**src/design/turing_machine_step_engine_defines.svh**
```systemverilog
// Assertion macros shared by the step engine.
`ifndef TURING_MACHINE_STEP_ENGINE_DEFINES_SVH
`define TURING_MACHINE_STEP_ENGINE_DEFINES_SVH

// Checks the consequent in the same cycle as the antecedent.
`define TMSE_ASSERT_NOW(label, ante, cons, msg) \
    label: assert property (@(posedge aclk) disable iff (!aresetn) (ante) |-> (cons)) \
        else $error(msg);

// Checks the consequent in the cycle after the antecedent.
`define TMSE_ASSERT_NEXT(label, ante, cons, msg) \
    label: assert property (@(posedge aclk) disable iff (!aresetn) (ante) |=> (cons)) \
        else $error(msg);

`endif

```
**src/design/tmse_pkg.sv**
```systemverilog
`timescale 1ns / 1ps

package tmse_pkg;

    localparam int STATE_W     = 4;
    localparam int SYM_W       = 3;
    localparam int MOVE_W      = 2;
    localparam int OP_W        = 3;
    localparam int POS_W       = 10;
    localparam int STATUS_W    = 3;
    localparam int TAPE_DEPTH  = 1024;
    localparam int TAPE_AW     = $clog2(TAPE_DEPTH);
    localparam int RULE_AW     = STATE_W + SYM_W;
    localparam int RULE_DEPTH  = 2 ** RULE_AW;
    localparam int CFG_ADDR_W  = 3;
    localparam int CFG_DATA_W  = 16;
    localparam int IN_FIELDS_W = OP_W + STATE_W + 2 * SYM_W + MOVE_W + STATE_W + POS_W;
    localparam int IN_TDATA_W  = ((IN_FIELDS_W + 7) / 8) * 8;
    localparam int OUT_FIELDS_W = STATE_W + POS_W + 1 + SYM_W + STATUS_W;
    localparam int OUT_TDATA_W = ((OUT_FIELDS_W + 7) / 8) * 8;

    localparam logic [OP_W-1:0] OP_LOAD_RULE   = 3'd0;
    localparam logic [OP_W-1:0] OP_CLEAR_RULES = 3'd1;
    localparam logic [OP_W-1:0] OP_WRITE_CELL  = 3'd2;
    localparam logic [OP_W-1:0] OP_RESET_RUN   = 3'd3;
    localparam logic [OP_W-1:0] OP_SET_HEAD    = 3'd4;
    localparam logic [OP_W-1:0] OP_STEP        = 3'd5;
    localparam logic [OP_W-1:0] OP_READ_CELL   = 3'd6;

    localparam logic [MOVE_W-1:0] MV_LEFT  = 2'd1;
    localparam logic [MOVE_W-1:0] MV_RIGHT = 2'd2;

    localparam logic [STATUS_W-1:0] STS_OK       = 3'd0;
    localparam logic [STATUS_W-1:0] STS_REJECTED = 3'd1;
    localparam logic [STATUS_W-1:0] STS_NO_RULE  = 3'd2;
    localparam logic [STATUS_W-1:0] STS_HALT     = 3'd3;
    localparam logic [STATUS_W-1:0] STS_OFF_TAPE = 3'd4;
    localparam logic [STATUS_W-1:0] STS_HALTED   = 3'd5;

    localparam logic [CFG_ADDR_W-1:0] CFG_INITIAL_STATE = 3'd0;
    localparam logic [CFG_ADDR_W-1:0] CFG_HALT_STATE    = 3'd1;
    localparam logic [CFG_ADDR_W-1:0] CFG_ALPHABET_MASK = 3'd2;
    localparam logic [CFG_ADDR_W-1:0] CFG_STATE_MASK    = 3'd3;
    localparam logic [CFG_ADDR_W-1:0] CFG_START_INDEX   = 3'd4;

    localparam logic [STATE_W-1:0]      RST_INITIAL_STATE = 4'd0;
    localparam logic [STATE_W-1:0]      RST_HALT_STATE    = 4'd1;
    localparam logic [2**SYM_W-1:0]     RST_ALPHABET_MASK = 8'd1;
    localparam logic [2**STATE_W-1:0]   RST_STATE_MASK    = 16'd3;
    localparam logic [POS_W-1:0]        RST_START_INDEX   = 10'd512;

    localparam logic [SYM_W-1:0] BLANK_CODE = '0;

    typedef struct packed {
        logic [IN_TDATA_W-IN_FIELDS_W-1:0] pad;
        logic [POS_W-1:0]   position;
        logic [STATE_W-1:0] next_state;
        logic [MOVE_W-1:0]  move;
        logic [SYM_W-1:0]   write_symbol;
        logic [SYM_W-1:0]   rule_symbol;
        logic [STATE_W-1:0] rule_state;
        logic [OP_W-1:0]    op;
    } in_word_t;

    typedef struct packed {
        logic [OUT_TDATA_W-OUT_FIELDS_W-1:0] pad;
        logic [STATUS_W-1:0] status;
        logic [SYM_W-1:0]    seen_symbol;
        logic                is_halted;
        logic [POS_W-1:0]    head_now;
        logic [STATE_W-1:0]  state_now;
    } out_word_t;

    typedef struct packed {
        logic [SYM_W-1:0]   wsym;
        logic [MOVE_W-1:0]  mv;
        logic [STATE_W-1:0] nq;
    } rule_ent_t;

    typedef struct packed {
        logic               en;
        logic [RULE_AW-1:0] addr;
        rule_ent_t          data;
    } rule_wr_t;

    typedef struct packed {
        logic               en;
        logic [TAPE_AW-1:0] addr;
        logic [SYM_W-1:0]   data;
    } tape_wr_t;

endpackage

```
**src/design/tmse_tape.sv**
```systemverilog
`timescale 1ns / 1ps

module tmse_tape (
    input  logic                          aclk,
    input  tmse_pkg::tape_wr_t            wr,
    input  logic [tmse_pkg::TAPE_AW-1:0]  rd_addr,
    output logic [tmse_pkg::SYM_W-1:0]    rd_data
);
    import tmse_pkg::*;

    logic [SYM_W-1:0] mem [TAPE_DEPTH];
    logic [SYM_W-1:0] rd_data_reg;

    always_ff @(posedge aclk) begin
        if (wr.en) begin
            mem[wr.addr] <= wr.data;
        end
        rd_data_reg <= mem[rd_addr];
    end

    assign rd_data = rd_data_reg;

endmodule

```
**config.mk**
```make
export PLATFORM = sky130hd
export DESIGN_NAME = tmse_tape
export DESIGN_NICKNAME = d
export VERILOG_FILES = /design/src/design/turing_machine_step_engine_defines.svh /design/src/design/tmse_pkg.sv /design/src/design/tmse_tape.sv
export SDC_FILE = /design/constraint.sdc
export NUM_CORES = 2
export LEC_CHECK = 0
export ABC_AREA = 1
export BUFFER_PORTS_ARGS = -buffer_cell sky130_fd_sc_hd__buf_2
export CAP_MARGIN = 20
export CORE_UTILIZATION = 45
export CTS_CLUSTER_DIAMETER = 120
export DETAILED_ROUTE_END_ITERATION = 8
export PLACE_DENSITY = 0.62
export SLEW_MARGIN = 10
export SYNTH_ARGS = -nofsm -noshare
export SYNTH_HDL_FRONTEND = slang
export SYNTH_SLANG_ARGS = --single-unit
```
**constraint.sdc**
```tcl
create_clock -name aclk -period 2.94 [get_ports aclk]
set_clock_uncertainty 0.15 [all_clocks]
set_input_delay 0.588 -clock aclk [delete_from_list [all_inputs] [get_ports aclk]]
set_output_delay 0.588 -clock aclk [all_outputs]
set_load 0.005 [all_outputs]
```
==> summary.txt <==
Status
  • Status: finished with violations
  • Failing checks: DRC

Clock tree
  • CTS clock-pin slew for the worst setup and hold paths: 0.06 ns
  • CTS tree: yes
  • Postcts setup bufs: 0
  • Number of CTS-inserted buffers: 327
  • Clk sink count: 3075
  • H-tree depth: 5
  • Clock Path Buffers: 4
  • Clk root buf: clkbuf_16
  • Clk_lat worst skew: 0.93 ns

Layout
  • Area Overhead vs Synth: 14.5%
  • Post-Layout Cell Count: 15400
  • Fin area: 0.147 mm^2
  • Post-layout net count: 11400
  • Layout cells sized above 1: 0.0962
  • Max reg flops: 3072

Global routing
  • Vias in the first global route: 86800
  • Pin count of the biggest net entering global routing: 128
  • First-pass GRT wire length: 553 mm
  • Initial antenna violation count: 28
  • Total grt overflow: 0
  • GR Util All Layers: 0.259

Timing
  • Final setup viols: 0
  • Relative slew slack: 0.381
  • Period Utilization, post-route: 0.868
  • Unrepaired setup endpoints after global routing: no
  • Fmax: 392 MHz
  • Hold Fails Final Rpt: 0
  • Clock period minus worst slack: 2.55 ns
  • Tightest Pin Transition: 0.928 ns
  • Slew Viols, Final: 0

Synthesis
  • Top cells by area, synth: edfxtp_1 (72%), nand3_1 (12%), nand2_1 (9.2%)
  • Sequential fraction of the synthesis area: 0.720
  • Top-count cell post-synth: nand2_1
  • Number of synthesized flops with an enable pin: 3072
  • Commonest cells in the netlist: nand2_1 (3149), edfxtp_1 (3072), nand3_1 (3066), nor2_1 (1040), buf_2 (390)
  • Syn. warnings: 0
  • Post-synth top flop: edfxtp_1
  • Mapped Nets: 11300
  • Syn Inst Count: 11300
  • Mean area per synthesized cell: 11.4 um^2
  • Yosys reg bits: 3075
  • Post-Syn Area: 0.128 mm^2
  • Number of library cell types mapped by synthesis: 17
  • Post-synth top area cell: edfxtp_1
  • Asr flop ratio synth: 0
  • Share of the synthesized area in the top cell type: 0.719

Detailed routing
  • Post-Route WL: 376 mm
  • Detailed Routing Iterations Pass 1: 9
  • DRC Markers: 2
  • Routed Antenna Nets: 0
  • Initial DRC count: 11100
  • Avg Vias per Cell: 5.80
  • WL/cell: 24.5 um
  • DR vias: 89200

Floorplan
  • DIE HEIGHT: 536 um
  • Starting Density: 0.454
  • Row count: 195
  • Die area: 0.287 mm^2
  • Die Span X: 536 um
  • Core Region: 0.283 mm^2
  • Top-level I/O count: 28

Worst setup path
  • Critical path origin: rd_addr[0]
  • Buf+Inv Stages, Crit Path: 4
  • Max stage delay cell, worst path: nand3_1
  • CP Class: in2reg
  • Critical Path End: rd_data[0]
  • Worst-path fanout max: 54
  • Cell count along the critical path: 16
  • Reg2Reg Setup Slack: 0.60 ns
  • Critical Path Source Type: input pin
  • Crit-path most repeated cell: nand3_1
  • Element type at the critical path end: register
  • Startpoint of the worst register-to-register path: mem[633][0]
  • CP peak stage delay: 0.30 ns
  • Critical path's top delay family: simple AND/OR/NAND/NOR gates
  • Reg-to-Reg End: rd_data[0]
  • Critical Path AT: 3.23 ns
  • R2r worst-path depth: 12
  • CP Data Required Time: 3.62 ns
  • Crit-path cells: buf_8 -> buf_12 -> buf_12 -> buf_12 -> nand2_1 -> nand3_1 -> nand3_1 -> nand3_1 -> nand3_1 -> nand3_1 -> nand3_1 -> nand3_1 -> nand3_1 -> nand2_1 -> nand2_1 -> nand2_1

Placed design
  • DP Area: 0.136 mm^2
  • Dpl cells: 14800
  • Final GP Congestion: 0.877
  • Hpwl dp: 223 mm
  • Port Buffers: 27

Power
  • Leakage: 50.8 nW
  • Peak supply drop: 564 uV
  • Power per cell area: 647 mW/mm^2

Worst hold path
  • Hold Crit Class: in2reg

Job
  • Max_cap viols: 0
==> metal layers <==
metal	global-route usage	wire [um]
met5	0	35
met4	0.0956	14000
met1	0.357	150000
met2	0.419	175000
met3	0.0385	36500
==> power breakdown <==
group	internal [mW]	switching [mW]	total, mW
combinational	1.80	4.25	6.05
sequential	48.2	0.0294	48.3
clock	23.8	16.9	40.7
total	73.8	21.2	95.0
==> cell usage in the layout, fill, tap and decap left out, types with 18 or more instances in the layout <==
| cell type | netlist | routed |
|---|---|---|
| buf_12 | 0 | 232 |
| buf_2 | 390 | 18 |
| buf_4 | 58 | 380 |
| bufinv_16 | 0 | 35 |
| clkbuf_1 | 248 | 78 |
| clkbuf_16 | 0 | 330 |
| clkinv_1 | 4 | 55 |
| clkinv_2 | 0 | 46 |
| edfxtp_1 | 3072 | 3072 |
| inv_1 | 38 | 36 |
| nand2_1 | 3149 | 3127 |
| nand2_4 | 0 | 22 |
| nand3_1 | 3066 | 3063 |
| nor2_1 | 1040 | 1040 |
| nor3_1 | 24 | 24 |
==> layout make-up <==
class,instances,area [um^2]
antenna,8,20.0
fill,23800,136000
timing repair buffer,642,7740
multi-input combinational,7286,31400
inverter,44,210
sequential,3075,92300
clock inverter,172,1900
clock buffer,408,8550
tap,3743,4680
==> cell families after synthesis <==
logic type / synth area share
buf+inv: 0.0369
flops: 0.720
simple gates: 0.243
==> per-stage QoR <==
| stage | util | setup WS, ns | TNS, ns | hold slack, ns | power, mW |
|---|---|---|---|---|---|
| floorplan | - | 0.516 | 0 | 0.537 | 52.3 |
| global placement | 0.482 | -0.475 | -1.19 | 0.847 | 55.1 |
| CTS | 0.519 | 0.372 | 0 | 0.187 | 95.4 |
| global route | 0.519 | 0.340 | 0 | 0.284 | 97.4 |
| detailed placement | 0.482 | -0.441 | -1.11 | 0.838 | 55.2 |
| finish | 0.519 | 0.388 | 0 | 0.253 | 95.0 |
==> repair_timing <==
item | CTS | global route
hold buffers | 4 | 0
endpoints found under the hold margin | 26 | 0
gates resized for setup | 0 | 0
==> worst min-delay path by stage <==
stage	from	end	slack [ns]	depth (start not counted)
2_1_floorplan	wr[0]	mem[0][0]	0.54	0
3_3_place_gp	rd_addr[9]	rd_data[1]	0.85	3
3_5_place_dp	rd_addr[9]	rd_data[1]	0.84	3
4_1_cts	wr[4]	mem[803][2]	0.19	5
5_1_grt	wr[4]	mem[803][1]	0.28	5
6_report	wr[4]	mem[803][1]	0.25	5
==> tightest hold or removal path, cell delays in order <==
cell     delay (ns)
buf_2          0.14
nand2_1        0.10
nor2_1         0.10
inv_1          0.08
nor2_1         0.08
Note: power is estimated with default switching activity, not from simulation.
