==> src/design/turing_machine_step_engine_defines.svh <==
// Assertion macros shared by the step engine.
`ifndef TURING_MACHINE_STEP_ENGINE_DEFINES_SVH
`define TURING_MACHINE_STEP_ENGINE_DEFINES_SVH

// Checks the consequent in the same cycle as the antecedent.
`define TMSE_ASSERT_NOW(label, ante, cons, msg) \
    label: assert property (@(posedge aclk) disable iff (!aresetn) (ante) |-> (cons)) \
        else $error(msg);

// Checks the consequent in the cycle after the antecedent.
`define TMSE_ASSERT_NEXT(label, ante, cons, msg) \
    label: assert property (@(posedge aclk) disable iff (!aresetn) (ante) |=> (cons)) \
        else $error(msg);

`endif

==> src/design/tmse_pkg.sv <==
`timescale 1ns / 1ps

package tmse_pkg;

    localparam int STATE_W     = 4;
    localparam int SYM_W       = 3;
    localparam int MOVE_W      = 2;
    localparam int OP_W        = 3;
    localparam int POS_W       = 10;
    localparam int STATUS_W    = 3;
    localparam int TAPE_DEPTH  = 1024;
    localparam int TAPE_AW     = $clog2(TAPE_DEPTH);
    localparam int RULE_AW     = STATE_W + SYM_W;
    localparam int RULE_DEPTH  = 2 ** RULE_AW;
    localparam int CFG_ADDR_W  = 3;
    localparam int CFG_DATA_W  = 16;
    localparam int IN_FIELDS_W = OP_W + STATE_W + 2 * SYM_W + MOVE_W + STATE_W + POS_W;
    localparam int IN_TDATA_W  = ((IN_FIELDS_W + 7) / 8) * 8;
    localparam int OUT_FIELDS_W = STATE_W + POS_W + 1 + SYM_W + STATUS_W;
    localparam int OUT_TDATA_W = ((OUT_FIELDS_W + 7) / 8) * 8;

    localparam logic [OP_W-1:0] OP_LOAD_RULE   = 3'd0;
    localparam logic [OP_W-1:0] OP_CLEAR_RULES = 3'd1;
    localparam logic [OP_W-1:0] OP_WRITE_CELL  = 3'd2;
    localparam logic [OP_W-1:0] OP_RESET_RUN   = 3'd3;
    localparam logic [OP_W-1:0] OP_SET_HEAD    = 3'd4;
    localparam logic [OP_W-1:0] OP_STEP        = 3'd5;
    localparam logic [OP_W-1:0] OP_READ_CELL   = 3'd6;

    localparam logic [MOVE_W-1:0] MV_LEFT  = 2'd1;
    localparam logic [MOVE_W-1:0] MV_RIGHT = 2'd2;

    localparam logic [STATUS_W-1:0] STS_OK       = 3'd0;
    localparam logic [STATUS_W-1:0] STS_REJECTED = 3'd1;
    localparam logic [STATUS_W-1:0] STS_NO_RULE  = 3'd2;
    localparam logic [STATUS_W-1:0] STS_HALT     = 3'd3;
    localparam logic [STATUS_W-1:0] STS_OFF_TAPE = 3'd4;
    localparam logic [STATUS_W-1:0] STS_HALTED   = 3'd5;

    localparam logic [CFG_ADDR_W-1:0] CFG_INITIAL_STATE = 3'd0;
    localparam logic [CFG_ADDR_W-1:0] CFG_HALT_STATE    = 3'd1;
    localparam logic [CFG_ADDR_W-1:0] CFG_ALPHABET_MASK = 3'd2;
    localparam logic [CFG_ADDR_W-1:0] CFG_STATE_MASK    = 3'd3;
    localparam logic [CFG_ADDR_W-1:0] CFG_START_INDEX   = 3'd4;

    localparam logic [STATE_W-1:0]      RST_INITIAL_STATE = 4'd0;
    localparam logic [STATE_W-1:0]      RST_HALT_STATE    = 4'd1;
    localparam logic [2**SYM_W-1:0]     RST_ALPHABET_MASK = 8'd1;
    localparam logic [2**STATE_W-1:0]   RST_STATE_MASK    = 16'd3;
    localparam logic [POS_W-1:0]        RST_START_INDEX   = 10'd512;

    localparam logic [SYM_W-1:0] BLANK_CODE = '0;

    typedef struct packed {
        logic [IN_TDATA_W-IN_FIELDS_W-1:0] pad;
        logic [POS_W-1:0]   position;
        logic [STATE_W-1:0] next_state;
        logic [MOVE_W-1:0]  move;
        logic [SYM_W-1:0]   write_symbol;
        logic [SYM_W-1:0]   rule_symbol;
        logic [STATE_W-1:0] rule_state;
        logic [OP_W-1:0]    op;
    } in_word_t;

    typedef struct packed {
        logic [OUT_TDATA_W-OUT_FIELDS_W-1:0] pad;
        logic [STATUS_W-1:0] status;
        logic [SYM_W-1:0]    seen_symbol;
        logic                is_halted;
        logic [POS_W-1:0]    head_now;
        logic [STATE_W-1:0]  state_now;
    } out_word_t;

    typedef struct packed {
        logic [SYM_W-1:0]   wsym;
        logic [MOVE_W-1:0]  mv;
        logic [STATE_W-1:0] nq;
    } rule_ent_t;

    typedef struct packed {
        logic               en;
        logic [RULE_AW-1:0] addr;
        rule_ent_t          data;
    } rule_wr_t;

    typedef struct packed {
        logic               en;
        logic [TAPE_AW-1:0] addr;
        logic [SYM_W-1:0]   data;
    } tape_wr_t;

endpackage

==> src/design/tmse_rules.sv <==
`timescale 1ns / 1ps

module tmse_rules (
    input  logic                          aclk,
    input  logic                          aresetn,
    input  logic                          clear,
    input  tmse_pkg::rule_wr_t            wr,
    input  logic [tmse_pkg::RULE_AW-1:0]  rd_addr,
    output tmse_pkg::rule_ent_t           rd_data,
    output logic                          rd_valid
);
    import tmse_pkg::*;

    rule_ent_t              mem [RULE_DEPTH];
    logic [RULE_DEPTH-1:0]  valid_reg;
    rule_ent_t              rd_data_reg;
    logic                   rd_valid_reg;

    always_ff @(posedge aclk) begin
        if (wr.en) begin
            mem[wr.addr] <= wr.data;
        end
        rd_data_reg <= mem[rd_addr];
    end

    always_ff @(posedge aclk) begin
        if (!aresetn || clear) begin
            valid_reg    <= '0;
            rd_valid_reg <= 1'b0;
        end else begin
            if (wr.en) begin
                valid_reg[wr.addr] <= 1'b1;
            end
            rd_valid_reg <= valid_reg[rd_addr];
        end
    end

    assign rd_data  = rd_data_reg;
    assign rd_valid = rd_valid_reg;

endmodule

==> config.mk <==
export PLATFORM = sky130hd
export DESIGN_NAME = tmse_rules
export DESIGN_NICKNAME = d
export VERILOG_FILES = /design/src/design/turing_machine_step_engine_defines.svh /design/src/design/tmse_pkg.sv /design/src/design/tmse_rules.sv
export SDC_FILE = /design/constraint.sdc
export NUM_CORES = 1
export LEC_CHECK = 0
export BUFFER_PORTS_ARGS = -buffer_cell sky130_fd_sc_hd__buf_2
export CAP_MARGIN = 5
export CORE_ASPECT_RATIO = 0.9
export CORE_MARGIN = 1
export CORE_UTILIZATION = 40
export DETAILED_ROUTE_END_ITERATION = 8
export GPL_TIMING_DRIVEN = 0
export PLACE_DENSITY_LB_ADDON = 0.3
export RECOVER_POWER = 50
export SLEW_MARGIN = 10
export SYNTH_ARGS = -nofsm -noshare
export SYNTH_HDL_FRONTEND = slang
export SYNTH_SLANG_ARGS = --single-unit
==> constraint.sdc <==
create_clock -name aclk -period 3.24 [get_ports aclk]
set_clock_uncertainty 0.2 [all_clocks]
set_input_delay 0.324 -clock aclk [delete_from_list [all_inputs] [get_ports aclk]]
set_output_delay 0.324 -clock aclk [all_outputs]
set_load 0.005 [all_outputs]
==> impl_results.md, run 1 <==
* Core area at ~120000 µm²
* Syn Nets at ~2500
* Endpoints failing setup at 0
* Mapped Area at 49300 µm²
* Final core utilization at 45.9%
* Min-delay worst type: in -> reg
* List of most frequent post-synthesis cells: edfxtp_1, nor2_1, mux4_2, dfxtp_1, mux2i_1
* Synth top area share at 70.1%
* Final nets at 2694
* Layout cells sized above 1 at 22.2%
* Clock Tree Buf Depth at 3
* CTS tree: built
* Initial Util at just over 40%
* Setup crit start kind: input pin
* Clk root buf: clkbuf_16
* GP Congestion at 0.935
* Die Y at 335 µm
* Number of flip-flops in the largest register at 1152
* Clock latency on the worst-skew pair at 0.76 ns
* Hold Path End: valid_reg[72]
* Rows at 121
* Post-synthesis cell type count at 47
* Final worst path period share at 99.9%
* Post-synth top area cell: edfxtp_1
* CTS sink cnt at 1290
* Multi-input gate area at 11300 µm²
* Initial antenna violation count at 16
* Placed Area at 51700 µm²
* R2R cell count at 6
* Largest net degree at the start of global routing at a little under 80
* Fmax at 309 MHz
* Register area share after synthesis at 75.7%
* Pre-antenna DRT Iters at 5
* Synthesis Warnings at 0
* Reg2reg start: mem[27][3]
* Starting DRT DRC Count at 3331
* Final Hold Viols at 0
* Routed wire length at 128 mm
* Number of synthesized flops with an enable pin at 1152
* Routed Antenna Nets at 0
* Pre-CTS WS at -1.52 ns
* Post-synth top flop: edfxtp_1
* R2r endpoint: rd_data[3]
* Clock transition at path regs at 0.06 ns
* GR Overflow Total at 0
* Slew margin rel. at -67.7%
* Critical path peak fanout at 10
* Die span in x at 372 µm
* Gr usage total at around 21%
* Most common cell in the netlist: edfxtp_1
* Fill count at approximately 10000
* DR vias at 25337
* Status: finished, violations left
* Avg Vias per Cell at approximately 5.8
* Max-slew violation count at 275
* CTS buffer count at 130
* Area contributors post-synth: edfxtp_1, mux4_2, dfxtp_1, nor2_1, mux2i_1
* Worst Hold Depth at 4
* Avg WL per Cell at 29.3 µm
* Hold Crit Start: clear
* Register area at around 37000 µm²
* PortBufs at 27
* Area grow syn2layout at 13.1%
* Leak Pwr at around 17 nW
* Failing checks: capacitance limit, slew limit
* Max VDD drop at 0.487 mV
* WP data arrival at 3.62 ns
* Die ar. at 125000 µm²
* Vias in the first global route at 25589
* First-pass GRT wire length at 183 mm
* Post-CTS Setup Inserts at 0
* Critical path class: in -> reg
* Worst-margin pin slew at 2.52 ns
* Final Critical Period at 3.24 ns
* Post-DP HPWL at 86.4 mm
* Syn Inst Count at 2490
* Pwr Density at 619 nW/µm²
* Synthesized flop and latch total at 1290
* Finished Layout Cells at around 4400
* H-tree Lvls at 4
* Worst hold slack at 0.0796 ns
* CP Capture Type: flop
* Max_cap viols at 4
* Post-route cell area at 55800 µm²
* Flop2flop setup slack at ~0.36 ns
* Fraction of registers with async set/reset at 0%
* Placed Cells at 4125
* Setup WS post-layout at 0.00352 ns
* DRC at 0
* Avg Cell Area, Syn at just under 20 µm²
* # IOs at 37
* CP required at 3.63 ns
[layout by cell type, fill, tap and decap left out, drive strengths merged, types with 11 or more instances in the layout]
cell,instances
edfxtp,1152
nor2,383
mux4,328
clkbuf,282
dfxtp,138
mux2i,80
buf,72
nand2,69
a22oi,54
clkinv,39
a21oi,19
nand3,18
a32oi,16
o22ai,12
nor2b,11
[worst max-delay path by stage]
stage               startpoint          to  cells past startpoint
floorplan           rd_addr[0]  rd_data[3]                      9
global placement    rd_addr[4]    rd_valid                      9
detailed placement  rd_addr[4]    rd_valid                      9
CTS                 rd_addr[0]    rd_valid                     12
global route        rd_addr[0]  rd_data[7]                     11
finish              rd_addr[2]  rd_data[3]                      7
[power breakdown]
group          leakage, nW  internal, mW  switching (mW)  total [mW]
sequential            11.5          18.2          0.0180        18.2
combinational         3.99         0.583            1.17        1.75
clock                 1.99          8.31            6.26        14.6
[cell families (layout without fill, tap and decap cells)]
kind of cell	Yosys count	in the layout	share of synthesized area, %
buf+inv	140	420	1.38
flops	1290	1290	75.7
simple gates	515	515	4.24
mux	410	410	16.6
compound gates	135	135	2.02
other cells	0	4	0
[per-stage QoR]
step	setup TNS, ns	total power, mW
2_1_floorplan	0	19.4
3_3_place_gp	-83.56	20.2
3_5_place_dp	-118.37	20.3
4_1_cts	-0.00607	34.7
5_1_grt	-0.000795	35.4
6_report	0	34.5
[cell type report]
class | instances | share of cell area [%]
repair buffers | 45 | 0.500
plain buffers | 137 | 1.31
well taps | 1599 | 3.59
inverters | 3 | 0.0202
flip-flops and latches | 1290 | 66.9
multi-input cells | 1060 | 20.3
clock inverters | 53 | 0.850
diodes | 4 | 0.0179
clock buffers | 182 | 6.49
[critical path, cell delays in order]
cell and delay [ns]:
clkbuf_1 0.77, nor2b_1 0.30, clkbuf_1 0.60, a22oi_1 0.49
nand2_1 0.16, o22ai_1 0.24, or4_1 0.70
[layer usage]
layer  global-route usage (%)  up-vias  share of wire (%)
met3                     6.83      252                 11
met1                     28.9    13368                 41
met2                     30.9     1264                 45
met5                        0        -               0.14
li1                         -    10433                  -
met4                     6.54       20                2.8
[what timing repair did]
action                                  4_1_cts  5_1_grt
gates cloned                                  0        0
hold buffers                                  7        1
pin swaps                                     0        0
endpoints found under the setup margin       10        9
endpoints found under the hold margin       376        1
resized for setup                            25       18
Power figures use the tool's default switching activity.
==> run 2, diff against run 1 <==
- CORE_ASPECT_RATIO: 0.9 -> 1.75
- CORE_MARGIN: 1 -> default
==> run 2 against run 1 <==
  * The run ends with capacitance limit, slew limit, setup timing left
  * Final cell count decreased by 0.21%
  * Die area about the same
  * Global-route usage grew 0.98 points
  * Worst setup slack got worse by 0.0068 ns
  * Via count shrank 2.0%
  * Largest power group unchanged
==> impl_results.md, run 2 (synthesis results as in run 1) <==
* RSZ-0062 raised after global routing: no
* Status: finished, violations left
* Combinational share of power at 5.3% (+0.2 points)
* Initial antenna violation count at 8 (-8)
* Largest net degree at the start of global routing at 81 (+3.8%)
* Post-CTS Setup Inserts at 0 (unchanged)
* CTS tree: built
* Final nets at 2669 (-0.93%)
* Die span in x at 267 µm (-28%)
* Die Y at 467 µm (+39%)
* Vias in the first global route at 26506 (+3.6%)
* DRC at 0 (unchanged)
* GR Overflow Total at 0 (unchanged)
* Avg Vias per Cell at 5.69 (-1.8%)
* Fill count at 10441 (+3.3%)
* Routed Antenna Nets at 0 (unchanged)
* Max VDD drop at 0.416 mV (-15%)
* CTS sink cnt at 1290 (unchanged)
* Worst-margin pin slew at 2.97 ns (+0.453 ns)
* CP Capture Type: flop
* Placed Area at 51800 µm² (+0.20%)
* GP Congestion at 0.948 (+1.5%)
* Failing checks: capacitance limit, slew limit, setup timing
* Routed wire length at 134 mm (+4.4%)
* Min-delay worst type: in -> reg
* Core area at 123000 µm² (+0.78%)
* Final setup TNS at -0.00329 ns (-0.00329 ns)
* Clock transition at path regs at 0.07 ns (about the same)
* Initial Util at 40.3% (-0.31 points)
* Pre-antenna DRT Iters at 6 (+1)
* Endpoints failing setup at 1 (+1)
* Fmax at 308 MHz (-0.21%)
* # IOs at 37 (unchanged)
* Leak Pwr at 17.2 nW (-1.4%)
* Internal power at 26.2 mW (-3.2%)
* Max-slew violation count at 398 (+45%)
* Pwr Density at 601 nW/µm² (-2.8%)
* Sw power at 7.07 mW (-5.0%)
* Critical path class: in -> reg
* Critical path peak fanout at 10 (unchanged)
* Post-DP HPWL at 93.2 mm (+7.8%)
* Slew margin rel. at -98.0% (-30 points)
* Number of flip-flops in the largest register at 1152 (unchanged)
* CP required at 3.61 ns (-0.02 ns)
* Avg WL per Cell at 30.6 µm (+4.6%)
* WP data arrival at 3.62 ns (about the same)
* Register area at 37400 µm² (unchanged)
* Final Critical Period at 3.24 ns (+0.00681 ns)
* Clock power share at 40.1% (-2.1 points)
* Sw Ratio at 21.2% (-0.32 points)
* Multi-input gate area at 11300 µm² (about the same)
* Reg2reg start: mem[55][2]
* Setup crit start kind: input pin
* DR vias at 24823 (-2.0%)
* Max_cap viols at 6 (+2)
* CTS buffer count at 104 (-20%)
* Area grow syn2layout at 12.3%
* Die ar. at 125000 µm² (about the same)
* Rows at 170 (+40%)
* Setup WS post-layout at -0.00329 ns (-0.00681 ns)
* H-tree Lvls at 3 (-1)
* Starting DRT DRC Count at 2507 (-25%)
* Pwr Total at 33.3 mW (-3.6%)
* Worst hold slack at 0.100 ns (+0.0207 ns)
* First-pass GRT wire length at 190 mm (+3.9%)
* Clock latency on the worst-skew pair at 0.72 ns (-0.04 ns)
* Final worst path period share at 100% (+0.21 points)
* Post-route cell area at 55400 µm² (-0.76%)
* Clk root buf: clkbuf_16
* PortBufs at 27 (unchanged)
* Pre-CTS WS at -1.35 ns (+0.172 ns)
* Clock Tree Buf Depth at 3 (unchanged)
* Commonest non-fill, non-tap cells in the layout: edfxtp_1, nor2_1, mux4_2
* Gr usage total at 21.7% (+0.98 points)
* Hold Crit Start: clear
* Power share of the sequential group at 54.6% (+1.9 points)
* Layout cells sized above 1 at 21.8% (-0.39 points)
* Final Hold Viols at 0 (unchanged)
* Most common cell after layout, fill and taps aside: edfxtp_1
* CP startpoint: rd_addr[1]
[run 2: metrics by stage]
stage,util (%),cells
floorplan,-,2490
global placement,42.0,4151
detailed placement,42.3,4162
CTS,45.3,4362
global route,45.2,4364
finish,45.2,4364
[run 2: final cells by class]
type / instances / share of cell area (%)
Timing Repair Buffer: 46 / 0.621
Inverter: 3 / 0.0203
Tap cell: 1634 / 3.69
Clock inverter: 41 / 0.895
Buffer: 137 / 1.31
Antenna cell: 2 / 0.00904
Multi-Input combinational cell: 1060 / 20.5
Sequential cell: 1290 / 67.5
Clock buffer: 151 / 5.54
[run 2: timing repair]
| item | in CTS | in global routing |
|---|---|---|
| gates resized for setup | 25 | 8 |
| endpoints found under the hold margin | 379 | 0 |
| hold buffers | 8 | 0 |
| endpoints found under the setup margin | 10 | 4 |
[run 2: worst max-delay path, cell delays in order]
cell,delay [ns]
buf_2,0.29
buf_2,0.41
clkbuf_2,0.41
buf_4,0.36
mux2i_1,0.45
a22oi_1,0.40
nand2_1,0.18
o22ai_1,0.17
or4_1,0.58
[run 2: per-layer routing]
metal	wire [µm]	global-route usage (%)	part of all wire (%)	vias up
li1	-	-	-	10328
met1	44500	23.1	33	13137
met2	71500	39.4	53	1033
met3	7790	3.56	5.8	315
met4	9800	14.5	7.3	10
met5	59	0	0.044	-
[run 2: worst paths after layout]
kind	endpoint	slack, ns	cells after the start
worst min register to register	valid_reg[18]	0.27	2
worst min-delay path	valid_reg[80]	0.10	4
worst max-delay path	rd_data[2]	-0.003	9
worst max register to register	rd_data[2]	0.33	6
[run 2: power by group through the flow]
| stage | clock network (mW) | registers [mW] | logic (mW) |
|---|---|---|---|
| 2_1_floorplan | 0 | 18.5 | 0.896 |
| 3_3_place_gp | 0 | 18.6 | 1.69 |
| 3_5_place_dp | 0 | 18.5 | 1.78 |
| 4_1_cts | 13.5 | 18.2 | 1.79 |
| 5_1_grt | 14.1 | 18.2 | 1.83 |
| 6_report | 13.3 | 18.2 | 1.76 |
